**src/hdl/fhd_pkg.sv**
```systemverilog
`default_nettype none
package fhd_pkg;

  // opcodes carried in tuser
  localparam logic [2:0] OP_IOT60 = 3'd0;
  localparam logic [2:0] OP_IOT61 = 3'd1;
  localparam logic [2:0] OP_IOT62 = 3'd2;
  localparam logic [2:0] OP_XFER  = 3'd3;
  localparam logic [2:0] OP_RESET = 3'd4;

  localparam logic [1:0] EV_NONE  = 2'd0;
  localparam logic [1:0] EV_START = 2'd1;
  localparam logic [1:0] EV_NEXT  = 2'd2;

  localparam logic [1:0] MV_NONE  = 2'd0;
  localparam logic [1:0] MV_READ  = 2'd1;
  localparam logic [1:0] MV_WRITE = 2'd2;

  localparam logic [2:0] FN_READ = 3'd2;

  // status bits
  localparam logic [11:0] ST_PCELL = 12'o4000;
  localparam logic [11:0] ST_DEX   = 12'o3700;
  localparam logic [11:0] ST_MEX   = 12'o0070;
  localparam logic [11:0] ST_NXD   = 12'o0002;
  localparam logic [11:0] ST_WLS   = 12'o0002;
  localparam logic [11:0] ST_ERR   = 12'o0007;

  localparam logic [11:0] PCELL_WINDOW = 12'd6;

  // configuration register indexes
  localparam logic [1:0] CFG_WRITE_LOCK    = 2'd0;
  localparam logic [1:0] CFG_PLATTERS      = 2'd1;
  localparam logic [1:0] CFG_MEMORY_FIELDS = 2'd2;
  localparam logic [1:0] CFG_BURST         = 2'd3;

  localparam int CFG_DATA_W = 8;
  localparam int IN_DATA_W  = 56;
  localparam int OUT_DATA_W = 104;

  typedef struct packed {
    logic [7:0] write_lock;
    logic [2:0] platters;
    logic [3:0] memory_fields;
    logic       burst;
  } cfg_t;

  typedef struct packed {
    logic [11:0] memory_address;
    logic [11:0] word_count;
    logic [10:0] position;
    logic [11:0] ac;
    logic [2:0]  pulse;
    logic [2:0]  opcode;
  } in_item_t;

  typedef struct packed {
    logic [11:0] status_out;
    logic        interrupt;
    logic        done_out;
    logic [1:0]  move;
    logic [16:0] disk_word_address;
    logic [14:0] physical_address;
    logic [11:0] address_out;
    logic [11:0] count_out;
    logic [10:0] delay_words;
    logic [1:0]  next_event;
    logic        skip;
    logic [11:0] ac_out;
  } res_t;

endpackage
`default_nettype wire

```
**src/hdl/fixed_head_disk_controller.sv**
```systemverilog
// Head-per-track disk controller: decodes device IOT pulses (groups 60, 61, 62),
// steps one data-break word per transfer transaction and handles controller
// reset, returning one result per input transaction. An input transaction is
// held in an input register, decoded against the controller state in one
// combinational pass, and the result lands in an output register; the state
// updates as the item moves into that register. One transaction is taken every
// clock while the output side keeps up. The result passes through the input
// register and then the result register before it is valid at the output. The
// user must write the configuration registers only while no transaction is in
// flight; the block itself does not enforce this.
`default_nettype none
module fixed_head_disk_controller #(
  parameter int WORDS_PER_TRACK = 2048,
  parameter int PLATTER_WORDS   = 32768
) (
  input  wire logic                           clk,
  input  wire logic                           rst,
  input  wire logic                           s_tvalid,
  output logic                                s_tready,
  // pulse, ac, position, word_count, memory_address, zero pad
  input  wire logic [fhd_pkg::IN_DATA_W-1:0]  s_tdata,
  // opcode
  input  wire logic [2:0]                     s_tuser,
  output logic                                m_tvalid,
  input  wire logic                           m_tready,
  // ac_out, skip, next_event, delay_words, count_out, address_out,
  // physical_address, disk_word_address, move, done_out, interrupt, status_out, zero pad
  output logic [fhd_pkg::OUT_DATA_W-1:0]      m_tdata,
  input  wire logic                           cfg_we,
  input  wire logic [1:0]                     cfg_index,
  input  wire logic [fhd_pkg::CFG_DATA_W-1:0] cfg_data
);

  fhd_pkg::in_item_t in_item;
  fhd_pkg::in_item_t cur_item;
  fhd_pkg::res_t     res;
  fhd_pkg::res_t     out_res;
  fhd_pkg::cfg_t     cfg;
  logic              cur_valid;
  logic              out_ready;

  assign in_item.opcode         = s_tuser;
  assign in_item.pulse          = s_tdata[2:0];
  assign in_item.ac             = s_tdata[14:3];
  assign in_item.position       = s_tdata[25:15];
  assign in_item.word_count     = s_tdata[37:26];
  assign in_item.memory_address = s_tdata[49:38];

  fhd_cfg u_cfg (
    .clk       (clk),
    .rst       (rst),
    .cfg_we    (cfg_we),
    .cfg_index (cfg_index),
    .cfg_data  (cfg_data),
    .cfg       (cfg)
  );

  fhd_stage #(
    .WIDTH ($bits(fhd_pkg::in_item_t))
  ) u_in_stage (
    .clk       (clk),
    .rst       (rst),
    .in_valid  (s_tvalid),
    .in_ready  (s_tready),
    .in_data   (in_item),
    .out_valid (cur_valid),
    .out_ready (out_ready),
    .out_data  (cur_item)
  );

  fhd_core #(
    .WORDS_PER_TRACK (WORDS_PER_TRACK),
    .PLATTER_WORDS   (PLATTER_WORDS)
  ) u_core (
    .clk  (clk),
    .rst  (rst),
    .item (cur_item),
    .fire (cur_valid && out_ready),
    .cfg  (cfg),
    .res  (res)
  );

  fhd_stage #(
    .WIDTH ($bits(fhd_pkg::res_t))
  ) u_out_stage (
    .clk       (clk),
    .rst       (rst),
    .in_valid  (cur_valid),
    .in_ready  (out_ready),
    .in_data   (res),
    .out_valid (m_tvalid),
    .out_ready (m_tready),
    .out_data  (out_res)
  );

  assign m_tdata = {6'd0, out_res};

endmodule
`default_nettype wire

```
**src/hdl/fhd_stage.sv**
```systemverilog
`default_nettype none
module fhd_stage #(
  parameter int WIDTH = 8
) (
  input  wire logic             clk,
  input  wire logic             rst,
  input  wire logic             in_valid,
  output logic                  in_ready,
  input  wire logic [WIDTH-1:0] in_data,
  output logic                  out_valid,
  input  wire logic             out_ready,
  output logic [WIDTH-1:0]      out_data
);

  logic             valid;
  logic [WIDTH-1:0] data;

  assign in_ready  = !valid || out_ready;
  assign out_valid = valid;
  assign out_data  = data;

  always_ff @(posedge clk) begin
    if (rst) begin
      valid <= 1'b0;
    end else if (in_ready) begin
      valid <= in_valid;
    end
  end

  always_ff @(posedge clk) begin
    if (in_ready && in_valid) begin
      data <= in_data;
    end
  end

endmodule
`default_nettype wire

```
**src/hdl/fhd_cfg.sv**
```systemverilog
`default_nettype none
module fhd_cfg (
  input  wire logic                          clk,
  input  wire logic                          rst,
  input  wire logic                          cfg_we,
  input  wire logic [1:0]                    cfg_index,
  input  wire logic [fhd_pkg::CFG_DATA_W-1:0] cfg_data,
  output fhd_pkg::cfg_t                      cfg
);

  always_ff @(posedge clk) begin
    if (rst) begin
      cfg.write_lock    <= 8'd0;
      cfg.platters      <= 3'd1;
      cfg.memory_fields <= 4'd8;
      cfg.burst         <= 1'b1;
    end else if (cfg_we) begin
      case (cfg_index)
        fhd_pkg::CFG_WRITE_LOCK:    cfg.write_lock    <= cfg_data;
        fhd_pkg::CFG_PLATTERS:      cfg.platters      <= cfg_data[2:0];
        fhd_pkg::CFG_MEMORY_FIELDS: cfg.memory_fields <= cfg_data[3:0];
        fhd_pkg::CFG_BURST:         cfg.burst         <= cfg_data[0];
        default: ;
      endcase
    end
  end

endmodule
`default_nettype wire

```
**src/hdl/fhd_core.sv**
```systemverilog
`default_nettype none
module fhd_core #(
  parameter int WORDS_PER_TRACK = 2048,
  parameter int PLATTER_WORDS   = 32768
) (
  input  wire logic              clk,
  input  wire logic              rst,
  input  wire fhd_pkg::in_item_t item,
  input  wire logic              fire,
  input  wire fhd_pkg::cfg_t     cfg,
  output fhd_pkg::res_t          res
);

  // restoring division by the track length, one compare/subtract per quotient bit
  localparam int QSTEPS = $clog2(4095 / WORDS_PER_TRACK + 1);

  function automatic logic [11:0] track_mod(input logic [11:0] x);
    logic [24:0] r;
    logic [24:0] dv;
    r = 25'(x);
    for (int k = QSTEPS - 1; k >= 0; k--) begin
      dv = 25'(WORDS_PER_TRACK) << k;
      if (r >= dv) begin
        r = r - dv;
      end
    end
    return r[11:0];
  endfunction

  logic [11:0] status_reg, status_next;
  logic [11:0] disk_addr_low, disk_addr_low_next;
  logic [2:0]  function_code, function_code_next;
  logic        done_flag, done_next;
  logic        irq_flag, irq_next;

  logic [11:0] cp;
  logic [11:0] tgt;
  logic [11:0] st_pc;
  logic [12:0] dly;
  logic [16:0] da;
  logic [17:0] cap;
  logic [14:0] pa;
  logic [15:0] mem_top;
  logic        refused;
  logic        cont;

  assign cp  = track_mod({1'b0, item.position});
  // target word of a start: the address after an optional clear, merged with ac
  assign tgt = track_mod((item.pulse[0] ? 12'd0 : disk_addr_low) | item.ac);
  assign cap = 18'(cfg.platters) * 18'(PLATTER_WORDS);
  assign mem_top = {cfg.memory_fields, 12'd0};
  assign st_pc = (cp < fhd_pkg::PCELL_WINDOW) ? (status_reg | fhd_pkg::ST_PCELL)
                                              : (status_reg & ~fhd_pkg::ST_PCELL);

  always_comb begin
    status_next        = status_reg;
    disk_addr_low_next = disk_addr_low;
    function_code_next = function_code;
    done_next          = done_flag;
    irq_next           = irq_flag;
    res                = '0;
    dly                = 13'd0;
    da                 = {status_reg[10:6], disk_addr_low};
    pa                 = 15'd0;
    refused            = 1'b0;
    cont               = 1'b0;
    case (item.opcode)
      fhd_pkg::OP_IOT60: begin
        status_next = st_pc;
        res.ac_out  = item.ac;
        if (item.pulse[0]) begin
          disk_addr_low_next = 12'd0;
          done_next          = 1'b0;
          irq_next           = 1'b0;
          status_next        = status_next & ~fhd_pkg::ST_ERR;
        end
        if (item.pulse[2:1] != 2'd0) begin
          disk_addr_low_next = disk_addr_low_next | item.ac;
          function_code_next = {item.pulse[2:1], 1'b0};
          if (tgt >= cp) begin
            dly = 13'(tgt) - 13'(cp);
          end else begin
            dly = 13'(tgt) + 13'(WORDS_PER_TRACK) - 13'(cp);
          end
          res.delay_words = dly[10:0];
          res.next_event  = fhd_pkg::EV_START;
          res.ac_out      = 12'd0;
        end
      end
      fhd_pkg::OP_IOT61: begin
        status_next = st_pc;
        res.ac_out  = item.ac;
        if (item.pulse[0]) begin
          status_next = status_next & ~(fhd_pkg::ST_DEX | fhd_pkg::ST_MEX);
        end
        if (item.pulse[1]) begin
          res.skip   = (track_mod(disk_addr_low) == cp);
          res.ac_out = 12'd0;
        end
        if (item.pulse[2]) begin
          // extension load, then read back the status from before this transaction
          status_next = status_next | (res.ac_out & (fhd_pkg::ST_DEX | fhd_pkg::ST_MEX));
          res.ac_out  = res.ac_out | status_reg;
        end
      end
      fhd_pkg::OP_IOT62: begin
        status_next = st_pc;
        res.ac_out  = item.ac;
        if (item.pulse[0] && (st_pc & fhd_pkg::ST_ERR) == 12'd0) begin
          res.skip = 1'b1;
        end
        if (item.pulse[1]) begin
          if (item.pulse[2]) begin
            res.ac_out = 12'd0;
          end else if (done_flag) begin
            res.skip = 1'b1;
          end
        end
        if (item.pulse[2]) begin
          res.ac_out = res.ac_out | disk_addr_low;
        end
      end
      fhd_pkg::OP_XFER: begin
        status_next           = st_pc;
        res.count_out         = item.word_count;
        res.address_out       = item.memory_address;
        res.disk_word_address = da;
        if ({1'b0, da} >= cap) begin
          status_next = status_next | fhd_pkg::ST_NXD;
          refused     = 1'b1;
        end else begin
          res.count_out   = item.word_count + 12'd1;
          res.address_out = item.memory_address + 12'd1;
          pa = {status_reg[5:3], res.address_out};
          res.physical_address = pa;
          if (function_code == fhd_pkg::FN_READ) begin
            if ({1'b0, pa} < mem_top) begin
              res.move = fhd_pkg::MV_READ;
            end
          end else if (cfg.write_lock[da[16:14]]) begin
            status_next = status_next | fhd_pkg::ST_WLS;
          end else begin
            res.move = fhd_pkg::MV_WRITE;
          end
          da = da + 17'd1;
        end
        cont = !refused && res.count_out != 12'd0 &&
               (cfg.burst || (status_next & fhd_pkg::ST_ERR) == 12'd0);
        if (cont) begin
          res.next_event = fhd_pkg::EV_NEXT;
        end else begin
          if (function_code != fhd_pkg::FN_READ) begin
            da = da - 17'd1;
          end
          done_next = 1'b1;
          irq_next  = 1'b1;
        end
        status_next        = (status_next & ~fhd_pkg::ST_DEX) | {1'b0, da[16:12], 6'd0};
        disk_addr_low_next = da[11:0];
      end
      fhd_pkg::OP_RESET: begin
        status_next        = 12'd0;
        disk_addr_low_next = 12'd0;
        done_next          = 1'b1;
        irq_next           = 1'b0;
      end
      default: ;
    endcase
    res.done_out   = done_next;
    res.interrupt  = irq_next;
    res.status_out = status_next;
  end

  always_ff @(posedge clk) begin
    if (rst) begin
      status_reg    <= 12'd0;
      disk_addr_low <= 12'd0;
      function_code <= 3'd0;
      done_flag     <= 1'b1;
      irq_flag      <= 1'b0;
    end else if (fire) begin
      status_reg    <= status_next;
      disk_addr_low <= disk_addr_low_next;
      function_code <= function_code_next;
      done_flag     <= done_next;
      irq_flag      <= irq_next;
    end
  end

endmodule
`default_nettype wire

```
**config.mk**
```make
export PLATFORM = sky130hd
export DESIGN_NAME = fixed_head_disk_controller
export DESIGN_NICKNAME = d
export VERILOG_FILES = /design/src/hdl/fhd_pkg.sv /design/src/hdl/fixed_head_disk_controller.sv /design/src/hdl/fhd_stage.sv /design/src/hdl/fhd_cfg.sv /design/src/hdl/fhd_core.sv
export SDC_FILE = /design/constraint.sdc
export NUM_CORES = 1
export LEC_CHECK = 0
export ABC_AREA = 1
export BUFFER_PORTS_ARGS = -buffer_cell sky130_fd_sc_hd__buf_2
export CAP_MARGIN = 20
export CORE_ASPECT_RATIO = 0.7
export CORE_MARGIN = 4
export CORE_UTILIZATION = 57
export CTS_CLUSTER_SIZE = 12
export DETAILED_ROUTE_END_ITERATION = 8
export GPL_TIMING_DRIVEN = 0
export PLACE_DENSITY = 0.81
export SLEW_MARGIN = 40
export SYNTH_ARGS = -nofsm -noshare
export SYNTH_HDL_FRONTEND = slang
export SYNTH_SLANG_ARGS = --single-unit
```
**constraint.sdc**
```tcl
create_clock -name clk -period 5.09 [get_ports clk]
set_input_delay 1.018 -clock clk [delete_from_list [all_inputs] [get_ports clk]]
set_output_delay 1.018 -clock clk [all_outputs]
set_load 0.02 [all_outputs]
```
==> metrics.txt, run 1 <==
endpoint class of the critical path=flip-flop; fmax=0.270 GHz; Final Core Density=0.681; layout cells sized above 1=0.200; Pre-antenna DRT Iters=7; Die Wd=170 um; critical path's slowest cell=clkbuf_1; P&R area growth vs syn=17.1%; final wirelength=30.1 mm; Power Density=336 mW/mm^2; I/O Pins=180; Worst path most repeated cell=nand2_1; crit path max fanout=10; DRC=0; Rows=41; Critical Path, Cell by Cell=clkbuf_1 > inv_1 > clkbuf_1 > a21oi_1 > ha_1 > inv_1 > fa_1 > nand3_1 > nand2_1 > a21oi_1 > o21ai_0 > nand2_1 > nand2_1 > nand2_1 > a21boi_0 > o21a_1 > o21ai_0 > a21oi_1; maximum vdd drop=0.000222 V; Total Routing Usage GR=0.289; grt ovf=0; Nets=1485; CP max stage delay=0.47 ns; Worst Reg-to-Reg Cells=18; sequential fraction of the synthesis area=0.519; Post-DP Area=0.0117 mm^2; Mean Syn Cell Area=between 8 and 9 um^2; Setup Skew=around 0.011 ns; clk sink count=197; GR Util met3=0.0736; grt peak-use layer=met1; Num CTS Buffers=17; hold wc startpoint=u_cfg.cfg[13]; crit path time final=~3.7 ns; final hold violation count=0; crit path launch type=flip-flop; post-synthesis cell count=1200; final setup fails=0; fin. max-slew vios=0; WL per Instance=between 15 and 20 um; CTS tree=yes; core area=0.0181 mm^2; leakage power=~5.4 nW; clk_lat worst skew=between 0.4 and 0.5 ns; area leader, netlist=edfxtp_1; Max Cap Viol=0; Yosys cell types=55; Synth top area share=0.432; Reg2Reg Setup Slack=1.39 ns; DIE HEIGHT=between 100 and 150 um; path type of the worst min-delay path=flip-flop to flip-flop; setup TNS=0 ns; fillers=1442; fin area=0.0123 mm^2; Largest register FFs=98; met1 Track Usage GR=0.432; post-CTS setup buffer count=0; CP Data Required Time=5.27 ns; full die area=0.0207 mm^2; RSZ-0062 raised after global routing=false; ANT nets after route=0; # port buffers=166; Max clock buf depth=2; most frequent cells in the layout=nand2_1 (262), buf_2 (171), edfxtp_1 (151), nor2_1 (141), inv_1 (140); WS Path Type=flip-flop to flip-flop; H-tree Lvls=4; ys flop type=edfxtp_1; largest net degree at the start of global routing=61; Starting Density=0.582; first-pass GRT wire length=46.1 mm; Ys Warns=0; Worst Max-Slew Pin Slew=0.764 ns; Clk pin slew, worst setup/hold paths=0.08 ns; vias per std cell=5.75; CTS root buffer=clkbuf_16; Post-CTS Resized=0; dpl hpwl=22.3 mm; synthesized flop and latch total=197; period utilization=0.727; Relative slew margins=0.488; WHS Endpoint=u_cfg.cfg[13]; GR Util met2=0.423; Reg-to-Reg End=u_out_stage.out_data[25]; via count=about 9400; vias in the first global route=8587; dominant cells by area after synthesis=edfxtp_1 (43%), nand2_1 (9.4%), dfxtp_1 (8.8%), inv_1 (5.0%), nor2_1 (5.0%); commonest non-fill, non-tap cell in the layout=nand2_1; critical path arrival=approximately 3.9 ns; WHS Path Cells=2; post-synthesis cell area=between 0.01 and 0.015 mm^2; R2R Path Start=u_in_stage.out_data[3]; Hold Buf Count CTS=0; EDFF count, synth=approximately 150; initial antenna violation count=0; hold slack=between 0.4 and 0.5 ns; Synth async-reset ratio=0; status=complete, no violations; ant diodes=0; Iteration-0 DRC Markers=approximately 1400; Routability Congestion=approximately 0.98
where the power goes:
| part | leakage, nW | internal (mW) | switching, mW |
|---|---|---|---|
| Clock | 0.294 | 0.713 | 0.657 |
| Sequential | 1.80 | 1.83 | 0.0489 |
| Combinational | 3.28 | 0.283 | 0.608 |
worst max-delay path, delay by kind of cell (launching register included):
kind | cells | cell delay [ns]
simple gates | 5 | 0.47
fa+ha+maj | 2 | 0.58
buf+inv | 4 | 0.93
flops | 1 | 0.40
compound gates | 7 | 1.07
how the worst max path moves through the flow:
stage / start / endpoint / slack, ns
after detailed placement: u_in_stage.out_data[3] / u_out_stage.out_data[25] / 1.59
after floorplan: m_tready / u_core.disk_addr_low[2] / 0.35
after global placement: m_tready / u_core.disk_addr_low[2] / -1.40
final: u_in_stage.out_data[3] / u_out_stage.out_data[25] / 1.39
after CTS: u_in_stage.out_data[3] / u_out_stage.out_data[25] / 1.53
after global routing: u_in_stage.out_data[3] / u_out_stage.out_data[25] / 1.12
synth_stat cells (4+ instances only):
master and instances:
nor2_1 141, edfxtp_1 151, o22ai_1 17, clkinv_1 4, o21ai_0 72, a22oi_1 5, inv_2 6, nor2_2 14
ha_1 18, xor2_1 27, a21oi_1 75, nand2_1 262, clkbuf_1 24, buf_2 5, buf_4 10, nand2_4 5
buf_6 7, o21ai_1 4, nand3_2 4, nand3_1 56, nor3_1 13, xnor2_1 10, dfxtp_1 46, nand4_1 17
inv_1 141, o221ai_1 12, nand2_2 12
per-layer routing:
layer,up-vias,routed length (um)
met4,0,633
met2,656,12900
li1,4398,-
met5,-,0
met3,61,4050
met1,4323,12600
logic make-up after synthesis:
logic type / share of synthesized area
other: 0.000357
buffers and inverters: 0.0834
adders and majority gates: 0.0233
xor gates and xnor gates: 0.0308
AOI/OAI and AO/OA: 0.116
DFF: 0.519
and+or+nand+nor: 0.227
stage by stage:
step / power [mW] / std cells / setup slack (ns)
after floorplan: 2.53 / 1205 / 0.350
after global placement: 2.75 / 1607 / -1.40
after detailed placement: 2.77 / 1609 / 1.59
after CTS: 4.12 / 1641 / 1.53
after global routing: 4.30 / 1641 / 1.12
final: 4.14 / 1641 / 1.39
area by class of cell:
| class | instances | area, um^2 | share of cell area |
|---|---|---|---|
| Inverter | 151 | 574 | 0.0467 |
| Tap cell | 236 | 295 | 0.0240 |
| Multi-Input combinational cell | 809 | 4190 | 0.341 |
| Sequential cell | 197 | 5460 | 0.443 |
| Clock buffer | 18 | 439 | 0.0357 |
| Clock inverter | 14 | 160 | 0.0130 |
| Timing Repair Buffer | 168 | 878 | 0.0714 |
| Buffer | 48 | 309 | 0.0251 |
Power figures use the tool's default switching activity.
==> run 2, diff against run 1 <==
--- a/config.mk
+++ b/config.mk
@@ -5,16 +5,16 @@
 export SDC_FILE = /design/constraint.sdc
 export NUM_CORES = 1
 export LEC_CHECK = 0
-export ABC_AREA = 1
+export ABC_AREA = 0
 export BUFFER_PORTS_ARGS = -buffer_cell sky130_fd_sc_hd__buf_2
 export CAP_MARGIN = 20
 export CORE_ASPECT_RATIO = 0.7
 export CORE_MARGIN = 4
-export CORE_UTILIZATION = 57
+export CORE_UTILIZATION = 56
 export CTS_CLUSTER_SIZE = 12
 export DETAILED_ROUTE_END_ITERATION = 8
 export GPL_TIMING_DRIVEN = 0
-export PLACE_DENSITY = 0.81
+export PLACE_DENSITY = 0.8
 export SLEW_MARGIN = 40
 export SYNTH_ARGS = -nofsm -noshare
 export SYNTH_HDL_FRONTEND = slang
==> constraint.sdc (replaced) <==
create_clock -name clk -period 3.85 [get_ports clk]
set_input_delay 0.77 -clock clk [delete_from_list [all_inputs] [get_ports clk]]
set_output_delay 0.77 -clock clk [all_outputs]
set_load 0.02 [all_outputs]
==> run 2 against run 1 <==
Compared with the run above:
- clock-buffer cell count up 5
- combinational power decreased by 17%
- worst setup slack worse by 1.2 ns
- cell area decreased by 4.2%
- flip-flop and latch count unchanged
- critical path depth fell by 2
- die area is 3.2% lower
- first-iteration DRC count decreased by 18%
- critical endpoint unchanged
- largest power group unchanged
==> metrics.txt, run 2 <==
vias per std cell=5.91 (+2.8%); DRC=0 (unchanged); Max clock buf depth=2 (unchanged); largest net degree at the start of global routing=57 (-6.6%); commonest non-fill, non-tap cell in the layout=buf_2; status=complete, no violations; Post-Place Worst Slack=0.165 ns (-1.42 ns); vias in the first global route=7473 (-13%); path type of the worst min-delay path=flip-flop to flip-flop; ant diodes=0 (unchanged); Total Routing Usage GR=0.264 (-0.0249); Pre-antenna DRT Iters=7 (unchanged); hold slack=0.491 ns (+0.0296 ns); final wirelength=26.7 mm (-12%); first-pass GRT wire length=41.4 mm (-10%); CP max stage delay=0.49 ns (+0.02 ns); Synth top cells by count=edfxtp_1 (151), nor2_1 (111), nand2_1 (70), dfxtp_1 (46); dominant cells by area after synthesis=edfxtp_1 (45%), dfxtp_1 (9.2%), nor2_1 (4.2%), xnor2_1 (3.3%), xor2_1 (3.1%); Critical Path, Cell by Cell=clkinv_1 > clkbuf_2 > a21oi_1 > ha_1 > inv_1 > fa_1 > a21oi_1 > nor2_1 > nor2_1 > o21bai_1 > a21oi_1 > o21bai_1 > a21oi_1 > o21ai_0 > xnor2_1 > nor2_1; core area=0.0173 mm^2 (-4.1%); Bufs and invs on worst path=3 (-1); Iteration-0 DRC Markers=1123 (-18%); critical path arrival=3.84 ns (-0.04 ns); dpl hpwl=19.9 mm (-11%); kind of cell adding the most delay to the critical path=compound AO/OA/AOI/OAI gates; fin. max-slew vios=0 (unchanged); crit path launch type=flip-flop; layout cells sized above 1=0.241 (+0.0415); Synth top area share=0.455 (+0.0232); full die area=0.0200 mm^2 (-3.2%); Mean Syn Cell Area=11.0 um^2 (+25%); crit path max fanout=10 (unchanged); EDFF count, synth=151 (unchanged); period utilization=0.953 (+0.226); post-synthesis cell count=908 (-24%); I/O Pins=180 (unchanged); Die Wd=167 um (-1.6%); Synth async-reset ratio=0 (unchanged); synthesized flop and latch total=197 (unchanged); final hold violation count=0 (unchanged); endpoint class of the critical path=flip-flop; Ys Warns=0 (unchanged); area leader, netlist=edfxtp_1; post-synthesis cell area=0.00997 mm^2 (-5.1%); leakage power=4.72 nW (-12%); via count=7955 (-16%); Hold Buf Count CTS=0 (unchanged); fmax=0.273 GHz (+0.88%); CTS root buffer=clkbuf_16; DIE HEIGHT=120 um (-1.6%); H-tree Lvls=4 (unchanged); critical path's slowest cell=edfxtp_1; WS Path Type=flip-flop to flip-flop; # port buffers=167 (+0.60%); Post-DP Area=0.0112 mm^2 (-4.5%); Nets=1194 (-20%); top-count cell post-synth=edfxtp_1; sequential fraction of the synthesis area=0.547 (+0.0280); Worst path most repeated cell=a21oi_1; WL per Instance=19.8 um (+7.9%); Clk pin slew, worst setup/hold paths=0.07 ns (about the same); most frequent cells in the layout=buf_2 (173), edfxtp_1 (151), nor2_1 (111), nand2_1 (70), dfxtp_1 (45); final setup fails=0 (unchanged); Power Density=425 mW/mm^2 (+26%); maximum vdd drop=0.000358 V (+61%); clk_lat worst skew=0.44 ns (about the same); RSZ-0062 raised after global routing=false; Num CTS Buffers=17 (unchanged); Rows=40 (-2.4%); grt ovf=0 (unchanged); Setup Skew=0.0102 ns (-0.000956 ns); Routability Congestion=0.944 (-3.8%); Largest register FFs=98 (unchanged); Max Cap Viol=0 (unchanged); crit path time final=3.67 ns (-0.0322 ns); ANT nets after route=0 (unchanged); clk sink count=197 (unchanged); fin area=0.0118 mm^2 (-4.2%); Relative slew margins=0.458 (-0.0299); Starting Density=0.576 (-0.00611); P&R area growth vs syn=18.2%; Yosys cell types=93 (+69%); CTS tree=yes; final setup margin=0.181 ns (-1.21 ns); initial antenna violation count=0 (unchanged); ys flop type=edfxtp_1; CP Data Required Time=4.02 ns (-1.25 ns); Worst Max-Slew Pin Slew=0.807 ns (+0.0436 ns)
==> run 2: cell type report <==
cell class                      instances  area [um^2]
Multi-Input combinational cell        616         4060
Buffer                                 59          334
Clock inverter                          9         70.1
Fill cell                            1384         5530
Sequential cell                       197         5460
Timing Repair Buffer                  169          883
Clock buffer                           23          532
Tap cell                              231          289
Inverter                               41          154
==> run 2: worst register-to-register path, cell delays in order, from the launching register on <==
cell	delay [ns]
edfxtp_1	0.49
clkinv_1	0.33
clkbuf_2	0.31
a21oi_1	0.21
ha_1	0.19
inv_1	0.05
fa_1	0.40
a21oi_1	0.15
nor2_1	0.06
nor2_1	0.16
o21bai_1	0.10
a21oi_1	0.27
o21bai_1	0.11
a21oi_1	0.21
o21ai_0	0.15
xnor2_1	0.16
nor2_1	0.05
==> run 2: kinds of logic (layout without fill, tap and decap cells) <==
group | count (synthesis) | in the layout | share of synthesized area
AOI/OAI and AO/OA | 169 | 169 | 0.120
xor gates and xnor gates | 75 | 75 | 0.0674
and+or+nand+nor | 323 | 323 | 0.165
buffers and inverters | 100 | 301 | 0.0477
DFF | 197 | 197 | 0.547
other | 1 | 6 | 0.000376
muxes | 24 | 24 | 0.0269
adders and majority gates | 19 | 19 | 0.0246
==> run 2: timing repair <==
action / in CTS / in global routing
setup buffers: 0 / 0
setup endpoints to repair: 0 / 8
gates resized for setup: 0 / 6
==> run 2: layer usage <==
layer	vias to the layer above	global-route usage	part of all wire
li1	3658	-	-
met1	3752	0.400	0.44
met2	505	0.379	0.42
met3	40	0.0787	0.12
met4	0	0.0558	0.013
met5	-	0	0
==> run 2: report_power, final <==
part	internal [mW]	switching, mW
combinational	0.271	0.472
clock	0.992	0.804
sequential	2.40	0.0697
==> run 2: through the flow <==
stage	power, mW	std cells	TNS [ns]	util
after floorplan	2.99	913	0	-
after global placement	3.22	1311	-32.63	0.642
after detailed placement	3.24	1313	0	0.645
after CTS	5.01	1345	0	0.680
after global routing	5.18	1345	0	0.680
final	5.01	1345	0	0.680
==> run 2: final timing paths <==
kind                               start                        to  slack, ns  depth (start not counted)
hold / removal              u_cfg.cfg[4]              u_cfg.cfg[4]       0.49                          2
hold reg to reg             u_cfg.cfg[4]              u_cfg.cfg[4]       0.49                          2
setup reg to reg  u_in_stage.out_data[3]  u_out_stage.out_data[25]       0.18                         16
setup / recovery  u_in_stage.out_data[3]  u_out_stage.out_data[25]       0.18                         16
==> run 3, diff against run 2 <==
--- a/config.mk
+++ b/config.mk
@@ -15,7 +15,8 @@
 export DETAILED_ROUTE_END_ITERATION = 8
 export GPL_TIMING_DRIVEN = 0
 export PLACE_DENSITY = 0.8
-export SLEW_MARGIN = 40
+export SLEW_MARGIN = 20
 export SYNTH_ARGS = -nofsm -noshare
 export SYNTH_HDL_FRONTEND = slang
+export SYNTH_HIERARCHICAL = 1
 export SYNTH_SLANG_ARGS = --single-unit
==> run 3 against run 2 <==
Compared with the run above:
- highest routed layer unchanged
- via count grew 4.3%
- sequential power is essentially flat
- the run now ends with DRC left
- global-route usage grew 0.54 points
- critical path depth shrank 3
- clock skew is essentially flat
==> metrics.txt, run 3 <==
clk_lat worst skew=0.45 ns (about the same); failing checks=DRC; Hold Buf Count CTS=0 (unchanged); CP max stage delay=0.54 ns (+0.05 ns); Storage cell area=0.00546 mm^2 (+0.11%); final cell count without fillers=1389 (+3.3%); setup TNS=0 ns (unchanged); Ys Warns=6 (+6); Rows=40 (unchanged); DIE HEIGHT=120 um (+0.65%); Clk pin slew, worst setup/hold paths=0.08 ns (about the same); clk sink count=197 (unchanged); final setup fails=0 (unchanged); core area=0.0174 mm^2 (+0.58%); Yosys cell types=78 (-16%); post-synthesis cell area=0.0101 mm^2 (+1.4%); endpoint class of the critical path=flip-flop; I/O Pins=180 (unchanged); Synth top area share=0.449 (-0.00631); CP Data Required Time=4.04 ns (+0.02 ns); Total Routing Usage GR=0.270 (+0.00540); hold wc startpoint=u_cfg/cfg[12]; Worst path most repeated cell=or4_1; Largest register FFs=98 (unchanged); dominant cells by area after synthesis=edfxtp_1 (45%), dfxtp_1 (9.1%), xnor2_1 (3.6%), nor2_1 (3.4%), mux2i_1 (2.6%); Synth async-reset ratio=0 (unchanged); full die area=0.0203 mm^2 (+1.3%); most frequent cells in the layout=buf_2 (171), edfxtp_1 (151), nor2_1 (91), nand2_1 (64), inv_1 (49); Relative slew margins=0.307 (-0.151); dpl cells=1349 (+2.7%); crit path launch type=flip-flop; EDFF count, synth=151 (unchanged); Nets=1240 (+3.9%); Routability Congestion=0.961 (+1.9%); via count=8294 (+4.3%); ys flop type=edfxtp_1; fin. max-slew vios=0 (unchanged); grt ovf=0 (unchanged); fillers=1353 (-2.2%); crit path time final=3.73 ns (+0.0641 ns); largest net degree at the start of global routing=54 (-5.3%); fmax=0.268 GHz (-1.7%); fin area=0.0121 mm^2 (+2.8%); H-tree Lvls=4 (unchanged); period utilization=0.970 (+0.0167); WS Path Type=flip-flop to flip-flop; Reg2Reg Setup Slack=0.12 ns (-0.06 ns); ANT nets after route=0 (unchanged); first-pass GRT wire length=42.8 mm (+3.4%); dpl hpwl=19.9 mm (about the same); maximum vdd drop=0.000388 V (+8.5%); area leader, netlist=edfxtp_1; commonest non-fill, non-tap cell in the layout=buf_2; critical path's slowest cell=or4_1; Worst Max-Slew Pin Slew=1.03 ns (+0.224 ns); final wirelength=27.8 mm (+4.4%); WL per Instance=20.0 um (+1.1%); Max Cap Viol=0 (unchanged); Pre-antenna DRT Iters=9 (+2); synthesized flop and latch total=197 (unchanged); Starting Density=0.580 (+0.00474); crit path max fanout=10 (unchanged); DRC=1 (+1); CTS tree=yes; multi-input logic area=0.00432 mm^2 (+6.3%); kind of cell adding the most delay to the critical path=simple AND/OR/NAND/NOR gates; layout cells sized above 1=0.244 (+0.00205); PnR Total Power=5.08 mW (+1.4%); leakage power=4.81 nW (+1.9%); top-count cell post-synth=edfxtp_1; path type of the worst min-delay path=flip-flop to flip-flop; sequential fraction of the synthesis area=0.540 (-0.00759); Max clock buf depth=2 (unchanged); critical path arrival=3.92 ns (+0.08 ns); Post-DP Area=0.0113 mm^2 (+0.96%); initial antenna violation count=0 (unchanged); ant diodes=0 (unchanged); CTS root buffer=clkbuf_16; Setup Skew=0.0107 ns (+0.000488 ns); P&R area growth vs syn=19.8%; R2R Path Start=u_core/disk_addr_low[1]; post-synthesis cell count=945 (+4.1%); vias per std cell=5.97 (+0.96%); Bufs and invs on worst path=3 (unchanged); Iteration-0 DRC Markers=1071 (-4.6%); Die Wd=169 um (+0.67%); Critical Path, Cell by Cell=buf_6 > inv_1 > ha_1 > and4b_1 > and2_1 > a2111oi_4 > mux2i_2 > a31oi_4 > or4_1 > buf_2 > or4_1 > nand3_1 > nand2_1; Mean Syn Cell Area=10.7 um^2 (-2.6%); # port buffers=167 (unchanged); worst setup path startpoint=u_core/disk_addr_low[1]; Synth top cells by count=edfxtp_1 (151), nor2_1 (91), nand2_1 (64), inv_1 (50), dfxtp_1 (46); Num CTS Buffers=17 (unchanged); status=finished with violations; vias in the first global route=7950 (+6.4%); final hold violation count=0 (unchanged); Power Density=419 mW/mm^2 (-1.3%)
run 3: metal layers:
layer	vias up	GRT usage	part of all wire
li1	3823	-	-
met1	3895	0.381	0.42
met2	512	0.414	0.44
met3	64	0.0644	0.11
met4	0	0.0882	0.027
met5	-	0	0
run 3: path summary, 6_finish.rpt:
path                                                 end  cells past startpoint
worst max-delay path            u_out_stage/out_data[93]                     13
worst min-delay path                       u_cfg/cfg[12]                      2
worst max register to register  u_out_stage/out_data[93]                     13
worst min register to register             u_cfg/cfg[12]                      2
run 3: where the power goes:
part,internal (mW),total [mW],switching (mW)
sequential,2.40,2.48,0.0783
clock,0.883,1.80,0.912
combinational,0.298,0.804,0.505
total,3.58,5.08,1.50
run 3: per-stage QoR:
step           hold WS [ns]  utilization  setup slack [ns]
2_1_floorplan         0.445            -            0.0732
3_3_place_gp          0.461        0.646            -0.626
3_5_place_dp          0.469        0.648            -0.679
4_1_cts               0.479        0.685           -0.0274
5_1_grt               0.484        0.695           -0.0315
6_report              0.475        0.695             0.117
run 3: logic make-up (layout without fill, tap and decap cells):
kind of cell	after synthesis	count (layout)	synth area share
AOI/OAI and AO/OA	173	173	0.121
xor gates and xnor gates	69	69	0.0598
adders and majority gates	21	21	0.0267
buffers and inverters	114	322	0.0479
DFF	197	197	0.540
muxes	29	29	0.0313
other	1	6	0.000371
and+or+nand+nor	341	341	0.173
run 3: worst min-delay path: stages, from the launching register on:
cell	delay, ns
dfxtp_1	0.31
nand2b_1	0.06
mux2i_1	0.06
run 3: final cells by class:
cell class	instances	share of cell area
clock inverters	15	0.0146
plain buffers	59	0.0243
flip-flops and latches	197	0.451
well taps	231	0.0239
repair buffers	179	0.0781
clock buffers	17	0.0351
multi-input cells	639	0.357
inverters	52	0.0164
run 3: timing repair:
| action | CTS | global route |
|---|---|---|
| endpoints found under the setup margin | 25 | 20 |
| cloned | 0 | 0 |
| gates resized for setup | 11 | 31 |
| pin swaps | 2 | 8 |
| setup buffers | 2 | 9 |
